**src/sv/spr_fifo.sv**
```systemverilog
// spr_fifo: small synchronous queue whose full and empty flags are decoded from a registered count
// generic storage, no package dependency

module spr_fifo #(
	parameter int WIDTH = 32,
	parameter int DEPTH = 4
) (
	input  logic             clk,
	input  logic             arst_n,
	input  logic             wr,
	input  logic [WIDTH-1:0] wdata,
	input  logic             rd,
	output logic [WIDTH-1:0] rdata,
	output logic             full,
	output logic             empty
);

	localparam int PTR_W = (DEPTH > 1) ? $clog2(DEPTH) : 1;
	localparam int CNT_W = $clog2(DEPTH + 1);
	localparam logic [PTR_W-1:0] LAST = PTR_W'(DEPTH - 1);
	localparam logic [CNT_W-1:0] FULL_CNT = CNT_W'(DEPTH);

	logic [WIDTH-1:0] mem_q [DEPTH];
	logic [PTR_W-1:0] wr_ptr_q;
	logic [PTR_W-1:0] rd_ptr_q;
	logic [CNT_W-1:0] cnt_q;
	logic             do_wr;
	logic             do_rd;

	assign do_wr = wr && !full;
	assign do_rd = rd && !empty;
	assign full  = (cnt_q == FULL_CNT);
	assign empty = (cnt_q == '0);
	assign rdata = mem_q[rd_ptr_q];

	always_ff @(posedge clk) begin
		if (do_wr) begin
			mem_q[wr_ptr_q] <= wdata;
		end
	end

	always_ff @(posedge clk or negedge arst_n) begin
		if (!arst_n) begin
			wr_ptr_q <= '0;
			rd_ptr_q <= '0;
			cnt_q    <= '0;
		end else begin
			if (do_wr) begin
				wr_ptr_q <= (wr_ptr_q == LAST) ? '0 : wr_ptr_q + PTR_W'(1);
			end
			if (do_rd) begin
				rd_ptr_q <= (rd_ptr_q == LAST) ? '0 : rd_ptr_q + PTR_W'(1);
			end
			if (do_wr && !do_rd) begin
				cnt_q <= cnt_q + CNT_W'(1);
			end else if (do_rd && !do_wr) begin
				cnt_q <= cnt_q - CNT_W'(1);
			end
		end
	end

endmodule

```
**config.mk**
```make
export PLATFORM = sky130hd
export DESIGN_NAME = spr_fifo
export DESIGN_NICKNAME = d
export VERILOG_FILES = /design/src/sv/spr_fifo.sv
export SDC_FILE = /design/constraint.sdc
export NUM_CORES = 1
export LEC_CHECK = 0
export BUFFER_PORTS_ARGS = -buffer_cell sky130_fd_sc_hd__buf_2
export CORE_AREA = 2 2 107 134
export DETAILED_ROUTE_END_ITERATION = 7
export DIE_AREA = 0 0 109 136
export PLACE_DENSITY_LB_ADDON = 0.2
export SLEW_MARGIN = 10
export SYNTH_ARGS = -nofsm -noshare
export SYNTH_HDL_FRONTEND = slang
export SYNTH_SLANG_ARGS = --single-unit
```
**constraint.sdc**
```tcl
create_clock -name clk -period 2.4 [get_ports clk]
set_input_delay 0.12 -clock clk [delete_from_list [all_inputs] [get_ports clk]]
set_output_delay 0.12 -clock clk [all_outputs]
set_load 0.01 [all_outputs]
```
**Word-level counts from Yosys, hierarchy flattened**

Memory sizes are Yosys's and may differ from the RTL's.
Index checks and enable logic that the tools add are counted.

- Bits in registers: 7
- RAM bits: 128
- Input bits: 36
- Output and inout bits: 34
- Word-level logic and storage cells: 27
- Memories: 1

Memory list:

| name | words | width | read ports | clocked after Yosys merged registers in | write ports | RTL line | RTL |
|---|---|---|---|---|---|---|---|
| mem_q | 4 | 32 | 1 | 0 | 1 | 23 | `logic [WIDTH-1:0] mem_q [DEPTH];` |

- Add/sub/neg operators: 4
- Equal/unequal tests: 3
- Multiplexer cells: 6
- Reduce and logical (&&, ||, !) cells: 10

Operator list:

| operator | count |
|---|---|
| 2-to-1 mux 3 bit | 2 |
| adder 2 x 1 -> 2 bit (second input constant) | 2 |
| == test 2 bit (second input constant) | 2 |
| logical AND 1 bit | 4 |
| logical NOT 1 bit | 4 |
| 2-to-1 mux 2 bit | 2 |
| adder 3 x 1 -> 3 bit (second input constant) | 1 |
| == test 3 bit (second input constant) | 1 |
| logical NOT 3 bit | 1 |
| subtractor 3 x 1 -> 3 bit (second input constant) | 1 |
| 2-to-1 mux 1 bit | 2 |
| nonzero test 2 bit | 1 |

**Depth between registers and ports, before layout**

Gate-level depths: netlist (run 1).

- Word-level depth: 7
- Depth in mapped cells: 9
- Depth with buffers taken out: 8

**Worst setup path before layout (run 1)**

Ideal clock, no wire load.

- Kind: flip-flop to flip-flop
- Start: reg cnt_q[2]
- End: mem mem_q[0][0], enable pin
- Library setup time: 0.392 ns
- Arrival time: 1.666 ns
- Required time: 2.008 ns
- Path slack: 0.342 ns
- Stages on the path, launching flop included: 5
- Path buffers: 1
- Clock period less this slack: 2.058 ns
- Path through: dfrtp_1 nor3b_2 nor2b_1 buf_2 and2_1

- Longest elaborated chain between the ends: 5

Ends and longest elaborated chain:

| what | RTL line | RTL |
|---|---|---|
| start: declaration | 26 | `logic [CNT_W-1:0] cnt_q;` |
| start signal: assignment | 55 | `cnt_q <= cnt_q + CNT_W'(1);` |
| start signal: assignment | 57 | `cnt_q <= cnt_q - CNT_W'(1);` |
| == test 3 bit | 32 | `assign full = (cnt_q == FULL_CNT);` |
| net full | 14 | `output logic full,` |
| logical NOT 1 bit | 30 | `assign do_wr = wr && !full;` |
| logical AND 1 bit | 30 |  |
| net do_wr | 27 | `logic do_wr;` |
| 2-to-1 mux 1 bit | 37 | `if (do_wr) begin` |
| 2-to-1 mux 1 bit (implied by the code) | 38 | `mem_q[wr_ptr_q] <= wdata;` |
| end: declaration | 23 |  |

The timed path passes the listed nets, and every way through them passes these cells.

**Worst setup path in the final report (run 1)**

- Start: reg cnt_q[0]
- End: reg cnt_q[2]

- Longest elaborated chain between the ends: 6
- Elaborated cells between the ends (all ways): 15
- Classes of those cells: add/sub: 2; eq/ne: 1; mux: 2; reduce/logical: 10

Ends and longest elaborated chain:

| what |
|---|
| branches (longest 6 deep; another with subtractor 3 x 1 -> 3 bit) |

Several ways; the timed one is not identified. The select of a mux whose other input is x is not followed.
A chain may end at the register's enable or synchronous reset.

==> results of run 1 <==
-- cells in the mapped netlist, drive strengths merged --
cell type  instances  area [µm²]
edfxtp           128        3844
mux4              32       720.7
buf                7       42.54
dfrtp              7       175.2
ha                 6       75.07
and2               4       25.02
mux2               4       52.55
inv                3       11.26
clkbuf             2       7.510
nor2               2       7.510
nor3               2       10.01
xor2               2       17.52
a21o               1       7.510
fa                 1       20.02
nor2b              1       6.260
nor3b              1       12.51
o31ai              1       12.51
xnor2              1       8.760
-- final cells by class --
type | count | share of cell area, %
clock buffer | 18 | 6.552
sequential | 135 | 61.39
timing repair buffer | 112 | 12.23
tap | 175 | 3.343
inverter | 3 | 0.1719
clock inverter | 14 | 1.337
multi-input combinational | 58 | 14.98
-- where the power goes --
group | internal, µW | total, µW | switching (µW) | leakage, µW
clock network | 1300 | 2210 | 912 | 0.000242
logic | 1140 | 2270 | 1130 | 0.000813
registers | 3120 | 3330 | 202 | 0.00125
-- sequential cells by signal, indices dropped and copies added, names as in the netlist --
name	cells
cnt_q	3
rd_ptr_q	2
wr_ptr_q	2
mem_q	128
-- worst max path at each step --
stage / startpoint / end / slack [ns]
finish: cnt_q[0] / cnt_q[2] / 0.32
global route: cnt_q[0] / cnt_q[2] / 0.22
CTS: cnt_q[0] / cnt_q[2] / 0.31
detailed placement: cnt_q[0] / cnt_q[2] / 0.32
global placement: cnt_q[0] / cnt_q[2] / 0.40
floorplan: cnt_q[2] / mem_q[0][0] / 0.34
-- routing by layer --
layer,global-route usage [%],up-vias,share of wire (%)
met5,0,-,0
met4,6.197,0,1.6
met3,4.458,12,4.4
met2,22.77,55,55
met1,15.02,1251,39
li1,-,1103,-
-- worst reg2reg max path, cell delays in order (launching register included) --
cell and delay, ns:
dfrtp_1 0.45, o31ai_2 0.41, ha_1 0.27, inv_1 0.07, fa_1 0.38, xor2_1 0.17
nor2_1 0.11, xor2_1 0.14
-- cell families after synthesis --
logic type      count (synthesis)
compound gates                  2
buf+inv                        12
simple gates                   10
fa+ha+maj                       7
mux                            36
flops                         135
xor+xnor                        3
-- layout by cell type, fill, tap and decap left out, types with 2 or more instances in the layout --
master / Yosys / layout
mux4_2: 32 / 32
and2_2: 0 / 4
mux2_2: 2 / 2
clkinvlp_4: 0 / 5
clkinv_2: 0 / 5
dfrtp_1: 7 / 5
clkinv_1: 0 / 2
dfrtp_2: 0 / 2
buf_2: 4 / 69
ha_1: 6 / 6
edfxtp_1: 128 / 128
inv_1: 3 / 3
nor2_1: 2 / 2
xor2_1: 2 / 2
buf_12: 0 / 4
buf_4: 3 / 6
nor3_1: 2 / 2
clkinv_4: 0 / 2
mux2_4: 2 / 2
dlygate4sd3_1: 0 / 33
clkbuf_16: 0 / 17
-- stage by stage --
stage	utilization, %	instances	worst slack, ns	instance area (µm²)
floorplan	-	205	0.3422	5056
global placement	41.83	450	0.4015	5703
detailed placement	41.83	450	0.3160	5703
CTS	48.05	515	0.3098	6550
global route	48.05	515	0.2201	6550
finish	48.05	515	0.3237	6550
==> metrics, run 1 <==
Synth Warn # 0; Initial Util 37.09%; period utilisation layout 86.51%; fin crit period 2.076 ns; H-tree depth 4; Levels on crit path 7; vias in the first global route 2618; layout cells sized above 1 44.71%; final hold slack 0.07415 ns; RR Startpoint cnt_q[0]; Worst Path Required 2.73 ns; Slew Limit Headroom 76.00%; r2r endpoint cnt_q[2]; fin nets 370; first-pass GRT wire length 13.98 mm; multi-input logic area 980.9 µm²; post-CTS setup buffer count 0; Root Driver clkbuf_16; Worst IR Drop VDD 0.0006459 V; count of clock tree sinks 135; std cell rows 48; # IOs 70; initial antenna violation count 0; pwr/cell area 1191 mW/mm²; delay-heaviest family, CP adder cells; synthesis-stage register bit count 135; simple-gate share of the synthesized area 1.213%; Syn Area/Cell 24.66 µm²; DRT Pass-1 Iters 4; hold_buf cts 33; GP Congestion 0.7044; Register Area 0.004021 mm²; R2R depth 7; GRT Total Usage 13.36%; Final Setup Violations 0; Critical-path top delay cell dfrtp_1; post-synthesis instance total 205; Reg2Reg Setup Slack 0.32 ns; crit path cell chain o31ai_2 > ha_1 > inv_1 > fa_1 > xor2_1 > nor2_1 > xor2_1; worst path bufs/invs 1; CP Launch Type register; mux cell area share after synthesis 15.29%; sequential share of the synthesized area 79.49%; Clock Path Buffers 2; skew final 0.007250 ns; Fillers 1135; CTS tree done; maxcap violations 0; core area 0.01363 mm²; leakage 0.002308 µW; via count 2421; Synth Area in Compound Gates 0.3959%; area of the mapped netlist 0.005056 mm²; largest family of logic cells by synthesized area multiplexers; max incr delay on CP 0.45 ns; port buffer count 69; Slew Viols, Final 0; Setup CP Type reg -> reg; DRC Markers 0; n_diodes 0; Die Area 0.01482 mm²; RSZ-0062 raised after global routing false; remaining global-route overflow 0; CP endpoint kind register; post-synthesis adder-cell area fraction 1.881%; total CTS buffers 17; die width 109 µm; Setup TNS Final 0 ns; f_max 0.4816 GHz; Crit path top cell by count xor2_1; CP arrival 2.40 ns; ANT nets after route 0; Chip Height 136 µm; worst slew pin tran 0.3578 ns; Resize count post-CTS 0; largest net degree at the start of global routing 29; critical path peak fanout 5; Net Count, Synth 248; routed length per placed instance 17.79 µm; final wirelength 9.160 mm; P&R area growth vs syn 29.55%; Worst-path clk slew 0.05 ns; Worst-Skew Late Latency 0.41 ns; Tightest Hold Check Type in -> async; Final Hold Fails 0; status finished clean; xor/xnor share of the synthesized area 0.5197%; Power, Total 7804 µW; via/cell ratio 4.701; Cell variety after synth 20; DRT iter0 DRCs 126
Power figures use the tool's default switching activity.
==> inputs of run 2 (changes only) <==
==> constraint.sdc (replaced) <==
create_clock -name clk -period 2 [get_ports clk]
set_input_delay 0.1 -clock clk [delete_from_list [all_inputs] [get_ports clk]]
set_output_delay 0.1 -clock clk [all_outputs]
set_load 0.01 [all_outputs]
==> run 2 against run 1 <==
Non-clock buffer count is 8 higher. Worst setup slack worse by 0.20 ns. Clock skew shrank 0.0014 ns. Critical path depth fell by 1. Fmax increased by 11%. Final cell count grew 1.4%. Critical endpoint is now cnt_q[1]. Critical path type unchanged. Sequential share of layout area down 1.5 points. Routed wire length is 0.51% lower. Final area up 2.7%.
==> metrics, run 2 (synthesized netlist as in run 1, its figures left out) <==
Register Area 0.004025 mm²; fin crit period 1.877 ns; Final Hold Fails 0; final hold slack 0.06382 ns; vias in the first global route 2670; Largest register FFs 128; wire length on met2 4.915 mm; sw frac 27.61%; R2R depth 6; DRT iter0 DRCs 99; initial antenna violation count 0; P&R area growth vs syn 32.99%; fin nets 378; first-pass GRT wire length 14.30 mm; core area 0.01363 mm²; RSZ-0062 raised after global routing false; Net Sw Power 2740 µW; dpl cell area 0.005758 mm²; final wirelength 9.113 mm; critical path peak fanout 5; pwr/cell area 1476 mW/mm²; std cell rows 48; Clock Path Buffers 2; via count 2439; n_diodes 0; Worst-path clk slew 0.05 ns; multi-input logic area 997.2 µm²; Worst Path Required 2.28 ns; # IOs 70; placed wire-length estimate 5.592 mm; internal power 7185 µW; H-tree depth 4; Die Area 0.01482 mm²; maxcap violations 0; ANT nets after route 0; Final Setup Violations 0; Chip Height 136 µm; commonest non-fill, non-tap cells in the layout 128 x edfxtp_1, 69 x buf_2, 33 x dlygate4sd3_1; skew final 0.005892 ns; most common cell after layout, fill and taps aside edfxtp_1; Largest regs mem_q x128, cnt_q x3; period utilisation layout 93.85%; Top reg by flops mem_q; routed length per placed instance 17.46 µm; uppermost layer routed met4; min setup slack post-route 0.1230 ns; largest net degree at the start of global routing 24; wl on met1 3.762 mm; die width 109 µm; CTS tree done; metal3 WL 336 µm; r2r endpoint cnt_q[1]; Tightest Hold Check Type in -> async; GP Congestion 0.6950; Worst-Skew Late Latency 0.40 ns; worst slew pin tran 0.2469 ns; remaining global-route overflow 0; Logic pwr share 29.2%; Worst IR Drop VDD 0.0006751 V; f_max 0.5328 GHz; clock share of power 30.6%; Slew Viols, Final 0; CP arrival 2.16 ns; leakage 0.002386 µW; port buffer count 69; CP endpoint kind register; Fillers 1099; Root Driver clkbuf_16; Setup CP Type reg -> reg; Reg2Reg Setup Slack 0.12 ns; final instance area 0.006724 mm²; layout cells sized above 1 47.84%; status finished clean; DRC Markers 0; DRT Pass-1 Iters 4; CP Launch Type register; Initial Util 37.09%; RR Startpoint cnt_q[0]; count of clock tree sinks 135; total CTS buffers 17; via/cell ratio 4.672; Slew Limit Headroom 83.54%; GRT Total Usage 13.52%; Seq pwr share 40.1%; DP Worst Slack -0.005322 ns
run 2: how the worst max path moves through the flow:
stage	from	end	slack, ns	cells past startpoint
6_report	cnt_q[0]	cnt_q[1]	0.12	6
5_1_grt	cnt_q[2]	cnt_q[2]	0.03	8
4_1_cts	cnt_q[2]	cnt_q[2]	0.005	8
3_5_place_dp	cnt_q[0]	cnt_q[2]	-0.005	7
3_3_place_gp	cnt_q[0]	cnt_q[2]	0.12	7
2_1_floorplan	cnt_q[0]	cnt_q[1]	0.002	7
run 2: cell type report:
type	count	area share [%]
repair buffers	120	13.17
multi-input cells	58	14.83
inverters	3	0.1675
well taps	175	3.256
clock inverters	13	2.326
flip-flops and latches	135	59.86
clock buffers	18	6.383
run 2: what timing repair did:
action                                 CTS  global route
endpoints found under the hold margin  135             0
pin swaps                                0             4
setup endpoints to repair                9             2
buffers inserted                         1             3
hold buffers                            33             0
resized for setup                        1             6
run 2: power by group through the flow:
stage	Sequential [µW]	Clock [µW]	Combinational (µW)
after floorplan	3930	0	1790
after global placement	4030	0	2820
after detailed placement	4060	0	2820
after CTS	3990	3120	2940
after global routing	4040	3250	3150
final	3980	3040	2900
run 2: metrics by stage:
stage	total power, µW	setup TNS, ns	instances	util [%]
final	9924	0	522	49.32
after global routing	10440	0	522	49.32
after CTS	10040	0	519	49.07
after detailed placement	6888	-0.005322	454	42.24
after global placement	6851	0	454	42.24
after floorplan	5729	0	205	-
run 2: layer usage:
layer	global-route usage (%)	vias to the layer above
li1	-	1118
met1	15.89	1263
met2	22.74	50
met3	4.650	8
met4	5.128	0
met5	0	-
run 2: worst max-delay path: stages, from the launching register on:
cell and delay (ns):
dfrtp_2 0.46, nor3b_2 0.25, nor2b_2 0.08, ha_2 0.19
inv_1 0.07, fa_2 0.43, mux2_2 0.28
==> inputs of run 3 (changes only) <==
--- a/config.mk
+++ b/config.mk
@@ -6,10 +6,12 @@
 export NUM_CORES = 1
 export LEC_CHECK = 0
 export BUFFER_PORTS_ARGS = -buffer_cell sky130_fd_sc_hd__buf_2
-export CORE_AREA = 2 2 107 134
+export CORE_AREA = 2 2 104 131
 export DETAILED_ROUTE_END_ITERATION = 7
-export DIE_AREA = 0 0 109 136
+export DIE_AREA = 0 0 106 133
 export PLACE_DENSITY_LB_ADDON = 0.2
+export REMOVE_ABC_BUFFERS = 1
+export SKIP_CTS_REPAIR_TIMING = 1
 export SLEW_MARGIN = 10
 export SYNTH_ARGS = -nofsm -noshare
 export SYNTH_HDL_FRONTEND = slang
==> run 3 against run 2 <==
Fmax rose by 0.63%. Total power grew 1.9%. Die area decreased by 4.9%. Count of clock-buffer cells in the layout up 1. Critical path type unchanged. Largest cell class unchanged. Highest routed layer unchanged.
==> metrics, run 3 (synthesized netlist as in run 1, its figures left out) <==
core area 0.01300 mm²; period utilisation layout 93.26%; clock share of power 31.5%; skew final 0.008622 ns; pwr/cell area 1491 mW/mm²; Worst-path clk slew 0.06 ns; via count 2457; GP Congestion 0.6988; Largest regs mem_q x128, cnt_q x3; fin nets 379; initial antenna violation count 0; Final Hold Fails 0; Die Area 0.01410 mm²; Initial Util 38.90%; Worst IR Drop VDD 0.0008274 V; post-route insts no fill 520; Reg2Reg Setup Slack 0.13 ns; Worst Path Required 2.33 ns; ANT nets after route 0; f_max 0.5361 GHz; critical path peak fanout 4; leakage 0.002417 µW; H-tree depth 4; CP endpoint kind register; status finished clean; DP Worst Slack 0.0008180 ns; via/cell ratio 4.725; CTS tree done; sw frac 27.18%; std cell rows 47; Root Driver clkbuf_16; die width 106 µm; largest net degree at the start of global routing 33; port buffer count 69; layout cells sized above 1 47.85%; Setup CP Type reg -> reg; routed length per placed instance 17.37 µm; Logic pwr share 28.6%; vias in the first global route 2567; count of clock tree sinks 135; remaining global-route overflow 0; GRT Total Usage 13.69%; CP Launch Type register; placed wire-length estimate 5.597 mm; Clock Path Buffers 2; Slew Limit Headroom 72.26%; Net Sw Power 2749 µW; internal power 7366 µW; first-pass GRT wire length 13.90 mm; commonest non-fill, non-tap cells in the layout 128 x edfxtp_1, 69 x buf_2, 33 x dlygate4sd3_1; total CTS buffers 17; Slew Viols, Final 0; Seq pwr share 39.9%; DRT Pass-1 Iters 4; most common cell after layout, fill and taps aside edfxtp_1; dpl cells 450; DRT iter0 DRCs 99; # IOs 70; CP arrival 2.20 ns; Top reg by flops mem_q; Setup TNS Final 0 ns; Largest register FFs 128; Final Setup Violations 0; Tightest Hold Check Type in -> async; Chip Height 133 µm; Worst-Skew Late Latency 0.41 ns; min setup slack post-route 0.1347 ns; Power, Total 10110 µW; RSZ-0062 raised after global routing false; worst slew pin tran 0.4161 ns; P&R area growth vs syn 34.13%; n_diodes 0; final hold slack 0.05428 ns; final wirelength 9.034 mm; DRC Markers 0; fin crit period 1.865 ns; maxcap violations 0
==> run 3: cell types whose count changed in the layout (fill, tap and decap cells not counted), sizes merged <==
cell | before | now
clkbuf | 18 | 19
clkinvlp | 4 | 2
clkinv | 5 | 7
buf | 87 | 88
inv | 4 | 3
bufinv | 3 | 4
==> run 3: cell type report <==
cell class / instances / area [µm²]
clock buffers: 19 / 432.9
clock inverters: 13 / 180.2
fillers: 1020 / 6215
inverters: 3 / 11.26
multi-input cells: 58 / 997.2
flip-flops and latches: 135 / 4028
well taps: 171 / 214.0
repair buffers: 121 / 918.4
==> run 3: power groups by stage <==
stage	Clock (µW)	Sequential, µW	Combinational [µW]
after floorplan	0	4170	1490
after global placement	0	4070	2810
after detailed placement	0	4110	2820
after CTS	3250	4060	2830
after global routing	3370	4100	3130
final	3180	4040	2900
==> run 3: final timing paths <==
check                            start           to  cells past startpoint
max                           cnt_q[2]     cnt_q[2]                      8
min                             arst_n     cnt_q[0]                      2
max reg2reg                   cnt_q[2]     cnt_q[2]                      8
min reg2reg                wr_ptr_q[1]  wr_ptr_q[1]                      1
max in group asynchronous       arst_n  rd_ptr_q[0]                      2
min in group clk                    rd  rd_ptr_q[0]                      4
==> run 3: worst max-delay path, stage by stage, from the launching register on <==
cell and delay, ns:
dfrtp_2 0.44, nor3b_2 0.18, nor2b_2 0.15, ha_2 0.20
inv_1 0.05, fa_2 0.33, xor2_1 0.17, nor2_1 0.14
xor2_1 0.15
==> run 3: layer usage <==
| metal | up-vias | track usage (%) | part of all wire, % |
|---|---|---|---|
| met5 | - | 0 | 0 |
| met2 | 48 | 23.62 | 54 |
| met4 | 0 | 6.798 | 1.6 |
| met3 | 12 | 4.138 | 3.3 |
| met1 | 1276 | 15.34 | 41 |
| li1 | 1121 | - | - |
==> run 3: stage by stage <==
step / util, % / cell area (µm²)
3_3_place_gp: 44.46 / 5778
3_5_place_dp: 44.46 / 5778
5_1_grt: 52.18 / 6782
4_1_cts: 49.18 / 6391
6_report: 52.18 / 6782
2_1_floorplan: - / 5006
