<file path="config.mk">
export PLATFORM = sky130hd
export DESIGN_NAME = spr_front
export DESIGN_NICKNAME = d
export VERILOG_FILES = /design/src/sv/spr_pkg.sv /design/src/sv/spr_front.sv
export SDC_FILE = /design/constraint.sdc
export NUM_CORES = 1
export LEC_CHECK = 0
export BUFFER_PORTS_ARGS = -buffer_cell sky130_fd_sc_hd__buf_2
export CORE_ASPECT_RATIO = 1.2
export CORE_MARGIN = 2
export CORE_UTILIZATION = 50
export CTS_CLUSTER_SIZE = 20
export DETAILED_ROUTE_END_ITERATION = 10
export HOLD_SLACK_MARGIN = 0.05
export PLACE_DENSITY = 0.66
export SLEW_MARGIN = 20
export SYNTH_ARGS = -nofsm -noshare
export SYNTH_HDL_FRONTEND = slang
export SYNTH_SLANG_ARGS = --single-unit
</file>
<file path="constraint.sdc">
create_clock -name clk -period 13.87 [get_ports clk]
set_input_delay 0.6935 -clock clk [delete_from_list [all_inputs] [get_ports clk]]
set_output_delay 0.6935 -clock clk [all_outputs]
set_load 0.01 [all_outputs]
</file>
<file path="src/sv/spr_pkg.sv">
// spr_pkg: shared types and fixed-point constants for the range-reduced sine block
// used by spr_front, spr_back and sine_polynomial_range_reduced_top; no dependencies

package spr_pkg;

	// pi as the single-precision value, held in Q3.40
	localparam logic [42:0] PI_Q40      = 43'd13176795 << 18;
	localparam logic [42:0] HALF_PI_Q40 = 43'd13176795 << 17;
	localparam logic [42:0] TWO_PI_Q40  = 43'd13176795 << 19;

	// 1/(2*pi) in Q0.32
	localparam logic [29:0] RECIP_2PI = 30'd683565257;

	// taylor coefficients in Q0.32
	localparam logic [29:0] COEF_A = 30'd715827904;
	localparam logic [25:0] COEF_B = 26'd35791396;
	localparam logic [19:0] COEF_G = 20'd852176;
	localparam logic [13:0] COEF_D = 14'd11836;

	localparam logic [30:0] ONE_Q30 = 31'd1 << 30;

	// word passed from the reduction front end to the polynomial back end
	typedef struct packed {
		logic        neg;   // final sign of the result
		logic [30:0] t30;   // folded angle in [0, pi/2], Q1.30
	} mid_t;

endpackage

</file>
<file path="src/sv/spr_front.sv">
// spr_front: takes angles, reduces them modulo 2*pi and folds them into the first quadrant
// depends on spr_pkg for the pi constants and the mid_t word

module spr_front (
	input  logic               clk,
	input  logic               arst_n,
	input  logic               in_valid,
	output logic               in_ready,
	input  logic signed [31:0] angle,
	output logic               out_valid,
	input  logic               out_ready,
	output spr_pkg::mid_t      out_word
);

	logic        en;
	logic [31:0] raw;
	logic [31:0] mag;

	logic        v_s1, v_s2, v_s3, v_s4, v_s5;
	logic [31:0] mag_s1, mag_s2;
	logic        neg_s1, neg_s2, neg_s3, neg_s4, neg_s5;
	logic [5:0]  k_s2;
	logic signed [49:0] d_s3;
	logic [42:0] r_s4;
	logic [30:0] t30_s5;

	logic [61:0] prod;
	logic [47:0] a40;
	logic [48:0] km;
	logic [49:0] d_nx;
	logic [49:0] r_wide;
	logic [42:0] t40;
	logic [42:0] t40_rnd;
	logic        neg_q;

	// whole front advances unless its last word is blocked by the queue
	assign en       = !v_s5 || out_ready;
	assign in_ready = en;

	assign raw = angle;
	assign mag = raw[31] ? (~raw + 32'd1) : raw;

	// quotient estimate from the reciprocal of 2*pi
	assign prod = mag_s1 * spr_pkg::RECIP_2PI;

	assign a40  = {mag_s2, 16'd0};
	assign km   = 49'(k_s2) * 49'(spr_pkg::TWO_PI_Q40);
	assign d_nx = 50'(a40) - 50'(km);

	// one correction each way makes the remainder land in [0, 2*pi)
	always_comb begin
		if (d_s3 < 0) begin
			r_wide = d_s3 + 50'(spr_pkg::TWO_PI_Q40);
		end else if (d_s3 >= 50'(spr_pkg::TWO_PI_Q40)) begin
			r_wide = d_s3 - 50'(spr_pkg::TWO_PI_Q40);
		end else begin
			r_wide = d_s3;
		end
	end

	// quadrant fold, boundaries go to the lower quadrant
	always_comb begin
		if (r_s4 <= spr_pkg::HALF_PI_Q40) begin
			t40   = r_s4;
			neg_q = 1'b0;
		end else if (r_s4 <= spr_pkg::PI_Q40) begin
			t40   = spr_pkg::PI_Q40 - r_s4;
			neg_q = 1'b0;
		end else if (r_s4 <= spr_pkg::PI_Q40 + spr_pkg::HALF_PI_Q40) begin
			t40   = r_s4 - spr_pkg::PI_Q40;
			neg_q = 1'b1;
		end else begin
			t40   = spr_pkg::TWO_PI_Q40 - r_s4;
			neg_q = 1'b1;
		end
	end

	assign t40_rnd = t40 + 43'd512;

	always_ff @(posedge clk or negedge arst_n) begin
		if (!arst_n) begin
			v_s1 <= 1'b0;
			v_s2 <= 1'b0;
			v_s3 <= 1'b0;
			v_s4 <= 1'b0;
			v_s5 <= 1'b0;
		end else if (en) begin
			v_s1 <= in_valid;
			v_s2 <= v_s1;
			v_s3 <= v_s2;
			v_s4 <= v_s3;
			v_s5 <= v_s4;
		end
	end

	always_ff @(posedge clk) begin
		if (en) begin
			mag_s1 <= mag;
			neg_s1 <= raw[31];
			mag_s2 <= mag_s1;
			neg_s2 <= neg_s1;
			k_s2   <= prod[61:56];
			d_s3   <= $signed(d_nx);
			neg_s3 <= neg_s2;
			r_s4   <= r_wide[42:0];
			neg_s4 <= neg_s3;
			t30_s5 <= t40_rnd[40:10];
			neg_s5 <= neg_s4 ^ neg_q;
		end
	end

	assign out_valid     = v_s5;
	assign out_word.neg  = neg_s5;
	assign out_word.t30  = t30_s5;

endmodule

</file>
# [Word-level counts from Yosys, hierarchy flattened]
# Index checks and enable logic that the tools add are counted.
[classes] n_addsub=8 multipliers=2 div_mod_pow=0 order_cmp=5 n_eq_ne=0 n_shift=0 mux=8 bitwise=2 reduce_logical=2
[op_table] op="41-bit two-way mux" n=3
[op_table] op="43-bit two-way mux" n=2
[op_table] op="32-bit by 30-bit multiplier with 62-bit output, second input constant" n=1
[op_table] op="50-bit by 43-bit greater-or-equal comparator with 1-bit output, second input constant" n=1
[op_table] op="50-bit by 1-bit less-than comparator with 1-bit output, second input constant" n=1
[op_table] op="48-bit by 49-bit subtractor with 50-bit output" n=1
[op_table] op="43-bit adder, second input constant" n=1
[op_table] op="43-bit by 41-bit less-or-equal comparator with 1-bit output, second input constant" n=1
[op_table] op="43-bit by 42-bit less-or-equal comparator with 1-bit output, second input constant" n=1
[op_table] op="43-bit less-or-equal comparator, second input constant" n=1
[op_table] op="43-bit subtractor, second input constant" n=1
[op_table] op="41-bit by 10-bit adder with 41-bit output, second input constant" n=1
[op_table] op="39-bit by 41-bit subtractor with 41-bit output, first input constant" n=1
[op_table] op="41-bit subtractor, first input constant" n=1
[op_table] op="41-bit subtractor, second input constant" n=1
[op_table] op="32-bit by 1-bit adder with 32-bit output, second input constant" n=1
[op_table] op="32-bit inverter" n=1
[op_table] op="31-bit two-way mux" n=1
[op_table] op="6-bit by 24-bit multiplier with 30-bit output, second input constant" n=1
[op_table] op="1-bit two-way mux" n=2
[op_table] op="1-bit logical NOT" n=1
[op_table] op="1-bit logical OR" n=1
[op_table] op="1-bit XOR" n=1
[totals] reg_bits=204 latch_bits=0 ram_bits=0 romBits=0 out_inout_bits=34 n_memories=0

# [Depth between registers and ports, before layout]
# Gate-level depths: netlist of run 1.
[depth] ltp_word=5 depth_mapped=25 mapped_depth_nobuf=25

# [Worst setup path before layout of run 1]
# Ideal clock, no wire load.
[synth_path] path_kind="reg2reg" from="reg mag_s1[21]" to="reg k_s2[2], data pin" arrival_ps=6143 slack_ps=7469 path_stages_with_launch=22 path_cell_list="edfxtp_1 -> inv_1 -> fa_1 -> fa_1 -> inv_1 -> fa_1 -> inv_1 -> fa_1 -> inv_1 -> fa_1 -> fa_1 -> fa_1 -> ha_1 -> ha_1 -> nand3_1 -> or2_2 -> a311o_1 -> a31oi_1 -> o22ai_1 -> nand3_1 -> a31oi_1 -> xnor2_1"
[synth_between] elab_chain_cells=1
[synth_rtl] item="start: declaration" line_no="spr_front.sv:20" text="logic [31:0] mag_s1, mag_s2;"
[synth_rtl] item="start signal: assignment" line_no="spr_front.sv:98" text="mag_s1 <= mag;"
[synth_rtl] item="32-bit by 30-bit multiplier with 62-bit output" line_no="spr_front.sv:44" text="assign prod = mag_s1 * spr_pkg::RECIP_2PI;"
[synth_rtl] item="via prod[58]" line_no="spr_front.sv:27" text="logic [61:0] prod;"
[synth_rtl] item="end signal: assignment" line_no="spr_front.sv:102" text="k_s2 <= prod[61:56];"
[synth_rtl] item="end: declaration" line_no="spr_front.sv:22" text="logic [5:0] k_s2;"
# The timed path passes the listed nets, and every way through them passes these cells.
# A chain may end at the register's enable or synchronous reset.

# [Worst setup path in the final report of run 1]
[layout_path] from="reg mag_s1[20]" to="reg k_s2[1], data pin"
# The elaborated chain is that of the path after synthesis.

==> metrics, run 1 <==
outcome=complete, no violations; Post-Synthesis Cells=2621; RR Endpoint=k_s2[1]; IO Pins=70; total die area=~55000 sq um; Fin. Hold Viols=0; r2r setup slk=about 6.3 ns; top cells by area, synth=fa_1 27%, ha_1 24%, edfxtp_1 18%; WL final=approximately 67 mm; Crit. End Element=register; Root Driver=clkbuf_16; core footprint=about 53000 sq um; Post-synth ARST share=between 3 and 4%; Die Height=257 microns; initial core utilization=approximately half; Detailed Place HPWL=57.7 mm; Total GRT Usage=approximately 25%; Top Usage Layer GRT=met2; Clock transition at path regs=0.08 ns; clk sinks=166; Routed Antenna Nets=0; Synth Register Bits=~170; grt total ovfl=0; DRC viols=0; Hold/Removal Path Class=register to register; number of buffers created by CTS=17; # port buffers=63; Gates resized, CTS repair=0; Setup crit start=mag_s1[20]; Final Skew=approximately 0.013 ns; H-Tree Level Count=4; CTS tree=done; Layout Nets=roughly 3.6k; count of different cell masters after synthesis=slightly below 80; final setup vio count=0; worst skew pair latency=0.47 ns; worst r2r path cells=21; Finished Core Util=a little over half; GR Util met2=between 40 and 50%; top-area cell type share of the netlist area=26.7%; WP data required=14.08 ns; wire per inst=19.8 microns; synthesized area per cell=around 10 sq um; first-pass GRT wire length=108 mm; Layout Cells excl Fill=around 3.4k; min cycle time layout=about 7.6 ns; row cnt=92; Final Cycle Share=between 50% and 60%; EDFF count, synth=around 160; M1 GR Usage=31.0%; drt via density=around 5.4; Placer Congestion=just under 1; final max-slew violation count=0; antenna cell count=0; RSZ-0062 raised after global routing=false; Worst Path Arrival=slightly below 8 ns; post-synth top area cell=fa_1; Max-cap violations=0; Slew @ Worst Pin=between 0.9 and 1 ns; vias after detailed routing=between 15k and 20k; share of layout cells above drive strength 1=around 5%; setup tns final=0 ns; startpoint types=register; max frequency=~130 MHz; worst-case clock buffer depth=2; Crit Path Max Fanout=7; worst setup path end=k_s2[1]; DRT iter0 DRCs=roughly 1.1k; Synth Flop Type=edfxtp_1; die width=around 210 microns; synthesized area=roughly 27000 sq um; DR pass1 iterations=7; final-layout fill cell count=4638; synth warn=0; Reg-to-Reg Start=mag_s1[20]; Placed Cells=between 3k and 4k; crit path kind=register to register; Layout Area Growth over Synthesis=6.34%; post-synthesis sequential area ratio=between 10% and 20%; initial antenna violation count=1; M3 GR Usage=3.11%; vias in the first global route=roughly 20k; largest net degree at the start of global routing=80; Worst slew margin=~34%
-- cells in the mapped netlist (4+ instances only) --
master and instances:
a211oi_1 20, o21ai_0 75, a31o_2 5, o22ai_1 6
a21oi_1 85, nand3_1 35, a31oi_1 26, and4_1 6
or2_2 11, o21a_1 13, nor2_1 88, ha_1 502
inv_1 643, and3_1 9, or4_4 5, o31ai_1 17
edfxtp_1 161, a21o_1 36, a221oi_1 4, or3_1 12
o211ai_1 8, o41ai_1 8, xnor2_1 85, or4_1 9
nand2_1 103, nor4_1 20, clkbuf_1 36, dfrtp_1 5
a311oi_1 6, nand4_1 16, and2_1 9, o21bai_1 12
nor2b_1 14, xor2_1 47, fa_1 356, nor3_1 32
buf_4 7, nand2b_1 18
-- cell type report --
class | instances | area (sq um) | share of cell area (%)
Multi-Input combinational cell | 1770 | 19100 | 67.4
Sequential cell | 166 | 4960 | 17.5
Inverter | 644 | 2420 | 8.54
Tap cell | 705 | 882 | 3.11
Clock buffer | 17 | 425 | 1.50
Timing Repair Buffer | 73 | 393 | 1.38
Clock inverter | 14 | 158 | 0.556
-- what timing repair did --
item | in CTS | in global routing
hold endpoints to repair | 5 | 0
hold buffers | 1 | 0
setup buffers | 0 | 0
-- metal layers --
| metal | up-vias | wire length (microns) |
|---|---|---|
| li1 | 8778 | - |
| met4 | 0 | 3450 |
| met5 | - | 0 |
| met2 | 432 | 33800 |
| met1 | 9080 | 27300 |
| met3 | 120 | 2400 |
-- cells by family after synthesis --
family	after synthesis	synth area share [%]
AO/OA/AOI/OAI	367	9.10
AND/OR/NAND/NOR	403	7.76
buffers and inverters	690	9.80
XOR/XNOR	132	4.33
multiplexers	4	0.155
flip-flops	166	18.6
other	1	0.0141
adder cells (fa/ha/maj)	858	50.2
-- worst max-delay path, cell delays in order (launching register included) --
cell and delay (ns):
edfxtp_1 0.56, inv_1 0.37, fa_1 0.51, fa_1 0.53, inv_1 0.06, fa_1 0.49
inv_1 0.08, fa_1 0.53, inv_1 0.08, fa_1 0.51, fa_1 0.53, fa_1 0.50
ha_1 0.31, ha_1 0.32, nand3_1 0.12, or2_2 0.35, nor4_1 0.36, nand3_1 0.21
a31oi_1 0.50, nor3_1 0.10, o21ai_0 0.21, xor2_1 0.10
-- through the flow --
stage	hold WS, ns	cell area [sq um]	worst slack, ns
finish	0.423	28400	6.28
floorplan	0.398	26700	7.47
global route	0.427	28400	5.90
CTS	0.406	28400	6.25
global placement	0.402	27800	6.25
detailed placement	0.406	27800	6.31
-- sequential cells by signal, summed over array words and instances, names as in the netlist, 6 cells and up --
| signal | cells |
|---|---|
| t30_s5 | 25 |
| d_s3 | 34 |
| k_s2 | 6 |
| r_s4 | 27 |
| mag_s2 | 32 |
| mag_s1 | 32 |
-- how the worst min path moves through the flow --
| stage | startpoint | endpoint | depth (start not counted) |
|---|---|---|---|
| after global placement | neg_s1 | neg_s2 | 0 |
| after global routing | neg_s3 | neg_s4 | 0 |
| final | d_s3[18] | r_s4[18] | 0 |
| after CTS | in_valid | v_s1 | 3 |
| after detailed placement | neg_s3 | neg_s4 | 0 |
| after floorplan | arst_n | out_valid | 0 |
-- cells in the final DEF (no fill, tap or decap), types with 9 or more instances in the layout --
cell,netlist,layout
a21o_1,36,36
xor2_1,47,47
nor3_1,32,32
or4_1,9,9
o21a_1,13,12
buf_4,7,9
o21ai_0,75,74
nand3_1,35,35
nor4_1,20,20
nand4_1,16,16
xnor2_1,85,85
or2_2,11,11
o21bai_1,12,12
clkbuf_16,0,17
nand2_1,103,103
edfxtp_1,161,161
or3_1,12,12
buf_2,0,63
o31ai_1,17,17
nand2b_1,18,18
and2_1,9,9
nor2_1,88,88
a211oi_1,20,19
a31oi_1,26,26
and3_1,9,9
nor2b_1,14,14
ha_1,502,502
a21oi_1,85,85
inv_1,643,642
fa_1,356,356
Power of run 1 is left out: the tool's default activity adds up to more than one toggle a clock period on the data nets, which glitch-free logic cannot reach.
==> run 2, diff against run 1 <==
--- a/config.mk
+++ b/config.mk
@@ -12,7 +12,7 @@
 export CTS_CLUSTER_SIZE = 20
 export DETAILED_ROUTE_END_ITERATION = 10
 export HOLD_SLACK_MARGIN = 0.05
-export PLACE_DENSITY = 0.66
+export PLACE_DENSITY = 0.69
 export SLEW_MARGIN = 20
 export SYNTH_ARGS = -nofsm -noshare
 export SYNTH_HDL_FRONTEND = slang
==> constraint.sdc (replaced) <==
create_clock -name clk -period 6.1 [get_ports clk]
set_input_delay 0.305 -clock clk [delete_from_list [all_inputs] [get_ports clk]]
set_output_delay 0.305 -clock clk [all_outputs]
set_load 0.01 [all_outputs]
==> run 2 against run 1 <==
Worst hold slack lost 0.27 ns. Wire length up 6.4%. Clock-buffer cell count stayed put. Sequential cell count did not move. Critical endpoint is now k_s2[4]. Core utilization is 5.6 points higher. Clock skew shrank 0.0013 ns. The flow now finishes with violations (setup timing). Non-clock buffer count grew 256. Via count increased by 8.0%. Final area is 10% higher. Fmax up 19%. First-iteration DRC count increased by 18%.
==> metrics, run 2 (synthesis gave the netlist of run 1 again) <==
vias after detailed routing=19.9k (was 18.4k); final worst setup slack=-0.276 ns (was 6.28 ns); failing checks=setup timing; Die Height=257 microns (unchanged); drt via density=5.45 (was 5.43); wire per inst=19.6 microns (was 19.8 microns); M1 GR Usage=32.8% (was 31.0%); share of layout cells above drive strength 1=18.1% (was 5.14%); setup tns final=-1.45 ns (was 0 ns); dpl ws=-0.712 ns (was 6.31 ns); largest net degree at the start of global routing=66 (was 80); Setup crit start=mag_s1[19] (was mag_s1[20]); DRT iter0 DRCs=1272 (was 1076); max FFs per register=34 (unchanged); Detailed Place HPWL=60.0 mm (was 57.7 mm); DRC viols=0 (unchanged); H-Tree Level Count=4 (unchanged); outcome=complete, but fails checks (was complete, no violations); Total GRT Usage=26.5% (was 25.5%); RR Endpoint=k_s2[4] (was k_s2[1]); Crit Path Max Fanout=5 (was 7); DR pass1 iterations=7 (unchanged); Hold Worst Slack=0.157 ns (was 0.423 ns); Slew @ Worst Pin=0.919 ns (was 0.974 ns); max frequency=157 MHz (was 132 MHz); area of the multi-input gates=20000 sq um (was 19100 sq um); final setup vio count=6 (was 0); M3 GR Usage=3.05% (was 3.11%); total die area=55200 sq um (unchanged); register with the most flip-flops=d_s3 (unchanged); startpoint types=register (unchanged); Routed Antenna Nets=0 (unchanged); most frequent cells in the layout=610 x inv_1, 454 x ha_1, 337 x fa_1, 252 x buf_4, 161 x edfxtp_1 (was 642 x inv_1, 502 x ha_1, 356 x fa_1, 161 x edfxtp_1, 103 x nand2_1); # port buffers=63 (unchanged); GR Util met2=47.2% (was 44.6%); Root Driver=clkbuf_16 (unchanged); crit path kind=register to register (unchanged); first-pass GRT wire length=114 mm (was 108 mm); clk sinks=166 (unchanged); Layout Nets=3822 (was 3566); WL final=71.4 mm (was 67.0 mm); CTS tree=done (unchanged); Final Skew=0.0121 ns (was 0.0134 ns); IO Pins=70 (unchanged); r2r setup slk=-0.28 ns (was 6.28 ns); commonest non-fill, non-tap cell in the layout=inv_1 (unchanged); Final Cycle Share=105% (was 54.8%); worst setup path end=k_s2[4] (was k_s2[1]); core footprint=52600 sq um (unchanged); buffer and inverter count on the worst path=4 (unchanged); Crit. End Element=register (unchanged); worst r2r path cells=21 (unchanged); slowest cell delay on critical path=0.55 ns (was 0.56 ns); final max-slew violation count=0 (unchanged); RSZ-0062 raised after global routing=true (was false); Register Area=4960 sq um (unchanged); Placer Congestion=0.964 (was 0.966); number of buffers created by CTS=17 (unchanged); row cnt=92 (unchanged); vias in the first global route=21.1k (was 19.8k); CP dominant cell by count=fa_1 (unchanged); worst skew pair latency=0.47 ns (about the same); initial core utilization=50.7% (unchanged); die width=215 microns (unchanged); Reg-to-Reg Start=mag_s1[19] (was mag_s1[20]); biggest regs=d_s3 (34), mag_s1 (32), mag_s2 (32) (unchanged); Hold/Removal Path Class=primary input to register (was register to register); grt total ovfl=0 (unchanged); Clock transition at path regs=0.08 ns (about the same); Layout Area Growth over Synthesis=17.4% (was 6.34%); final-layout fill cell count=4359 (was 4638); WP data required=6.33 ns (was 14.08 ns); worst-case clock buffer depth=2 (unchanged); critical path depth=21 (unchanged); initial antenna violation count=5 (was 1); Fin. Hold Viols=0 (unchanged); Max-cap violations=0 (unchanged); CP delay by family, top=adder cells (unchanged); Worst Path Arrival=6.61 ns (was 7.81 ns); Top Usage Layer GRT=met2 (unchanged); slowest library cell on the worst path=fa_1 (was edfxtp_1); crit-path cells=inv_2 -> fa_1 -> fa_1 -> inv_1 -> fa_1 -> inv_2 -> fa_1 -> inv_2 -> fa_1 -> fa_1 -> fa_1 -> ha_4 -> ha_4 -> nand3_4 -> or2_4 -> a311o_1 -> a31oi_4 -> o22ai_4 -> nand4_1 -> a31oi_1 -> xnor2_1 (was inv_1 -> fa_1 -> fa_1 -> inv_1 -> fa_1 -> inv_1 -> fa_1 -> inv_1 -> fa_1 -> fa_1 -> fa_1 -> ha_1 -> ha_1 -> nand3_1 -> or2_2 -> nor4_1 -> nand3_1 -> a31oi_1 -> nor3_1 -> o21ai_0 -> xor2_1); min cycle time layout=6.38 ns (was 7.59 ns); Worst slew margin=38.7% (was 34.5%)
run 2: changes by cell type in the layout (fill, tap and decap cells not counted), sizes merged:
cell / previous run / this run
clkinv: 5 / 9
buf: 72 / 326
diode: 0 / 2
clkinvlp: 1 / 0
inv: 651 / 649
dlygate4sd3: 1 / 3
run 2: worst min-delay path by stage:
stage,from,end,slack [ns],cells after the start
after floorplan,arst_n,out_valid,0.009,0
after global placement,arst_n,v_s1,0.12,1
after detailed placement,arst_n,v_s1,0.12,1
after CTS,angle[29],mag_s1[29],0.14,2
after global routing,angle[29],mag_s1[29],0.16,2
final,angle[29],mag_s1[29],0.16,2
run 2: repair_timing:
| action | 4_1_cts | 5_1_grt |
|---|---|---|
| setup endpoints to repair | 6 | 16 |
| buffers inserted | 31 | 28 |
| hold buffers | 3 | 0 |
| pin swaps | 105 | 65 |
| hold endpoints to repair | 7 | 0 |
| gates resized for setup | 80 | 69 |
run 2: stage by stage:
stage	cells	area, sq um	util, %
2_1_floorplan	2626	26800	-
3_5_place_dp	3556	29400	55.8
6_report	3648	31300	59.6
4_1_cts	3619	30700	58.4
3_3_place_gp	3556	29400	55.8
5_1_grt	3646	31300	59.5
run 2: cell type report:
class / instances / share of cell area [%]
well taps: 705 / 2.82
repair buffers: 329 / 7.63
diodes: 2 / 0.0160
inverters: 644 / 7.75
clock inverters: 15 / 0.659
flip-flops and latches: 166 / 15.8
clock buffers: 17 / 1.36
multi-input cells: 1770 / 63.9
run 2: metal layers:
layer,vias up,part of all wire [%]
met1,9873,40
met2,561,51
met3,157,5.2
met4,2,4.3
met5,-,0.018
li1,9289,-
Power of run 2 is left out for the same reason.
==> run 3, diff against run 2 <==
--- a/config.mk
+++ b/config.mk
@@ -7,12 +7,11 @@
 export LEC_CHECK = 0
 export BUFFER_PORTS_ARGS = -buffer_cell sky130_fd_sc_hd__buf_2
 export CORE_ASPECT_RATIO = 1.2
-export CORE_MARGIN = 2
-export CORE_UTILIZATION = 50
+export CORE_UTILIZATION = 55
 export CTS_CLUSTER_SIZE = 20
 export DETAILED_ROUTE_END_ITERATION = 10
 export HOLD_SLACK_MARGIN = 0.05
-export PLACE_DENSITY = 0.69
+export PLACE_DENSITY = 0.72
 export SLEW_MARGIN = 20
 export SYNTH_ARGS = -nofsm -noshare
 export SYNTH_HDL_FRONTEND = slang
==> constraint.sdc (replaced) <==
create_clock -name clk -period 8.25 [get_ports clk]
set_input_delay 0.4125 -clock clk [delete_from_list [all_inputs] [get_ports clk]]
set_output_delay 0.4125 -clock clk [all_outputs]
set_load 0.01 [all_outputs]
==> run 3 against run 2 <==
The run now ends clean. Final area down 9.4%. Highest routed layer is now met4. First-iteration DRC count is 5.7% lower. Critical path depth shrank 2. Via count shrank 6.5%. Register-to-register slack gained 1.4 ns. Sequential cell count did not move. Die area shrank 11%.
==> metrics, run 3 (synthesis gave the netlist of run 1 again) <==
Fin. Hold Viols=0 (unchanged); antenna cell count=0 (was 2); first-pass GRT wire length=109 mm (was 114 mm); H-Tree Level Count=4 (unchanged); Slew @ Worst Pin=0.944 ns (was 0.919 ns); vias after detailed routing=18.6k (was 19.9k); Placer Congestion=0.994 (was 0.964); setup tns final=0 ns (was -1.45 ns); Crit. End Element=register (unchanged); WP data required=8.49 ns (was 6.33 ns); DR pass1 iterations=7 (unchanged); Layout Area Growth over Synthesis=6.31% (was 17.4%); Max-cap violations=0 (unchanged); Routed Antenna Nets=0 (unchanged); Total GRT Usage=29.0% (was 26.5%); clk sinks=166 (unchanged); core footprint=48000 sq um (was 52600 sq um); drt via density=5.60 (was 5.45); outcome=complete, no violations (was complete, but fails checks); RSZ-0062 raised after global routing=false (was true); Placed Cells=3290 (was 3556); Layout Cells excl Fill=3323 (was 3648); vias in the first global route=20.1k (was 21.1k); Finished Core Util=59.1% (was 59.6%); max FFs per register=34 (unchanged); die width=203 microns (was 215 microns); min cycle time layout=7.17 ns (was 6.38 ns); most frequent cells in the layout=642 x inv_1, 502 x ha_1, 356 x fa_1, 161 x edfxtp_1, 103 x nand2_1 (was 610 x inv_1, 454 x ha_1, 337 x fa_1, 252 x buf_4, 161 x edfxtp_1); Gates resized, CTS repair=0 (was 80); Worst Path Arrival=7.41 ns (was 6.61 ns); row cnt=88 (was 92); biggest regs=d_s3 (34), mag_s1 (32), mag_s2 (32) (unchanged); Layout Nets=3574 (was 3822); Die Height=243 microns (was 257 microns); worst-case clock buffer depth=2 (unchanged); max frequency=139 MHz (was 157 MHz); Clock transition at path regs=0.09 ns (was 0.08 ns); final max-slew violation count=0 (unchanged); Root Driver=clkbuf_16 (unchanged); wire per inst=20.3 microns (was 19.6 microns); commonest non-fill, non-tap cell in the layout=inv_1 (unchanged); number of buffers created by CTS=17 (unchanged); WL final=67.5 mm (was 71.4 mm); Crit Path Max Fanout=7 (was 5); IO Pins=70 (unchanged); final setup vio count=0 (was 6); DRC viols=0 (unchanged); worst skew pair latency=0.48 ns (was 0.47 ns); register with the most flip-flops=d_s3 (unchanged); total die area=49400 sq um (was 55200 sq um); initial core utilization=55.6% (was 50.7%); DRT iter0 DRCs=1200 (was 1272); Final Cycle Share=86.9% (was 105%); crit path kind=register to register (unchanged); Hold/Removal Path Class=primary input to register (unchanged); Final Skew=0.0179 ns (was 0.0121 ns); Worst slew margin=37.0% (was 38.7%); share of layout cells above drive strength 1=5.46% (was 18.1%); CTS tree=done (unchanged); # port buffers=63 (unchanged); grt total ovfl=0 (unchanged); initial antenna violation count=0 (was 5); Detailed Place HPWL=58.1 mm (was 60.0 mm); largest net degree at the start of global routing=74 (was 66); startpoint types=register (unchanged)
## run 3: timing repair
item | in CTS | in global routing
buffers inserted | 0 | 0
hold buffers | 1 | 0
endpoints found under the hold margin | 5 | 0
## run 3: stage by stage
step	setup slack, ns	instance area (sq um)	hold WS (ns)
after floorplan	1.85	26700	0.117
after global placement	1.10	27700	0.225
after detailed placement	1.08	27700	0.231
after CTS	1.06	28400	0.124
after global routing	0.749	28400	0.160
final	1.08	28400	0.137
## run 3: cell type report
cell class | count | area (sq um)
clock inverters | 15 | 180
fillers | 4099 | 19600
repair buffers | 81 | 453
flip-flops and latches | 166 | 4960
well taps | 630 | 788
inverters | 644 | 2420
clock buffers | 17 | 425
multi-input cells | 1770 | 19100
## run 3: routing by layer
| layer | up-vias | share of wire [%] | wire (microns) | track usage (%) |
|---|---|---|---|---|
| met3 | 137 | 3.8 | 2600 | 2.90 |
| li1 | 8790 | - | - | - |
| met1 | 9209 | 40 | 26900 | 35.2 |
| met4 | 0 | 5.4 | 3650 | 15.4 |
| met2 | 460 | 51 | 34400 | 50.7 |
| met5 | - | 0 | 0 | 0 |
## run 3: path summary, 6_finish.rpt
path,cells after the start,to,from,slack (ns)
min in group asynchronous,2,out_valid,arst_n,0.26
hold reg to reg,0,d_s3[16],mag_s2[0],0.42
max in group asynchronous,2,v_s1,arst_n,7.86
setup / recovery,19,k_s2[2],mag_s1[15],1.08
hold / removal,3,v_s1,in_valid,0.14
setup reg to reg,19,k_s2[2],mag_s1[15],1.08
## run 3: critical path: stages, from the launching register on
cell      delay, ns
edfxtp_1       0.63
inv_1          0.34
fa_1           0.65
fa_1           0.45
fa_1           0.53
inv_1          0.05
fa_1           0.48
fa_1           0.55
fa_1           0.53
fa_1           0.52
ha_1           0.31
ha_1           0.31
nand3_1        0.09
or2_2          0.30
a311o_1        0.28
a31oi_1        0.26
o22ai_1        0.17
nand3_1        0.19
a31oi_1        0.12
xnor2_1        0.14
Power of run 3 is left out for the same reason.
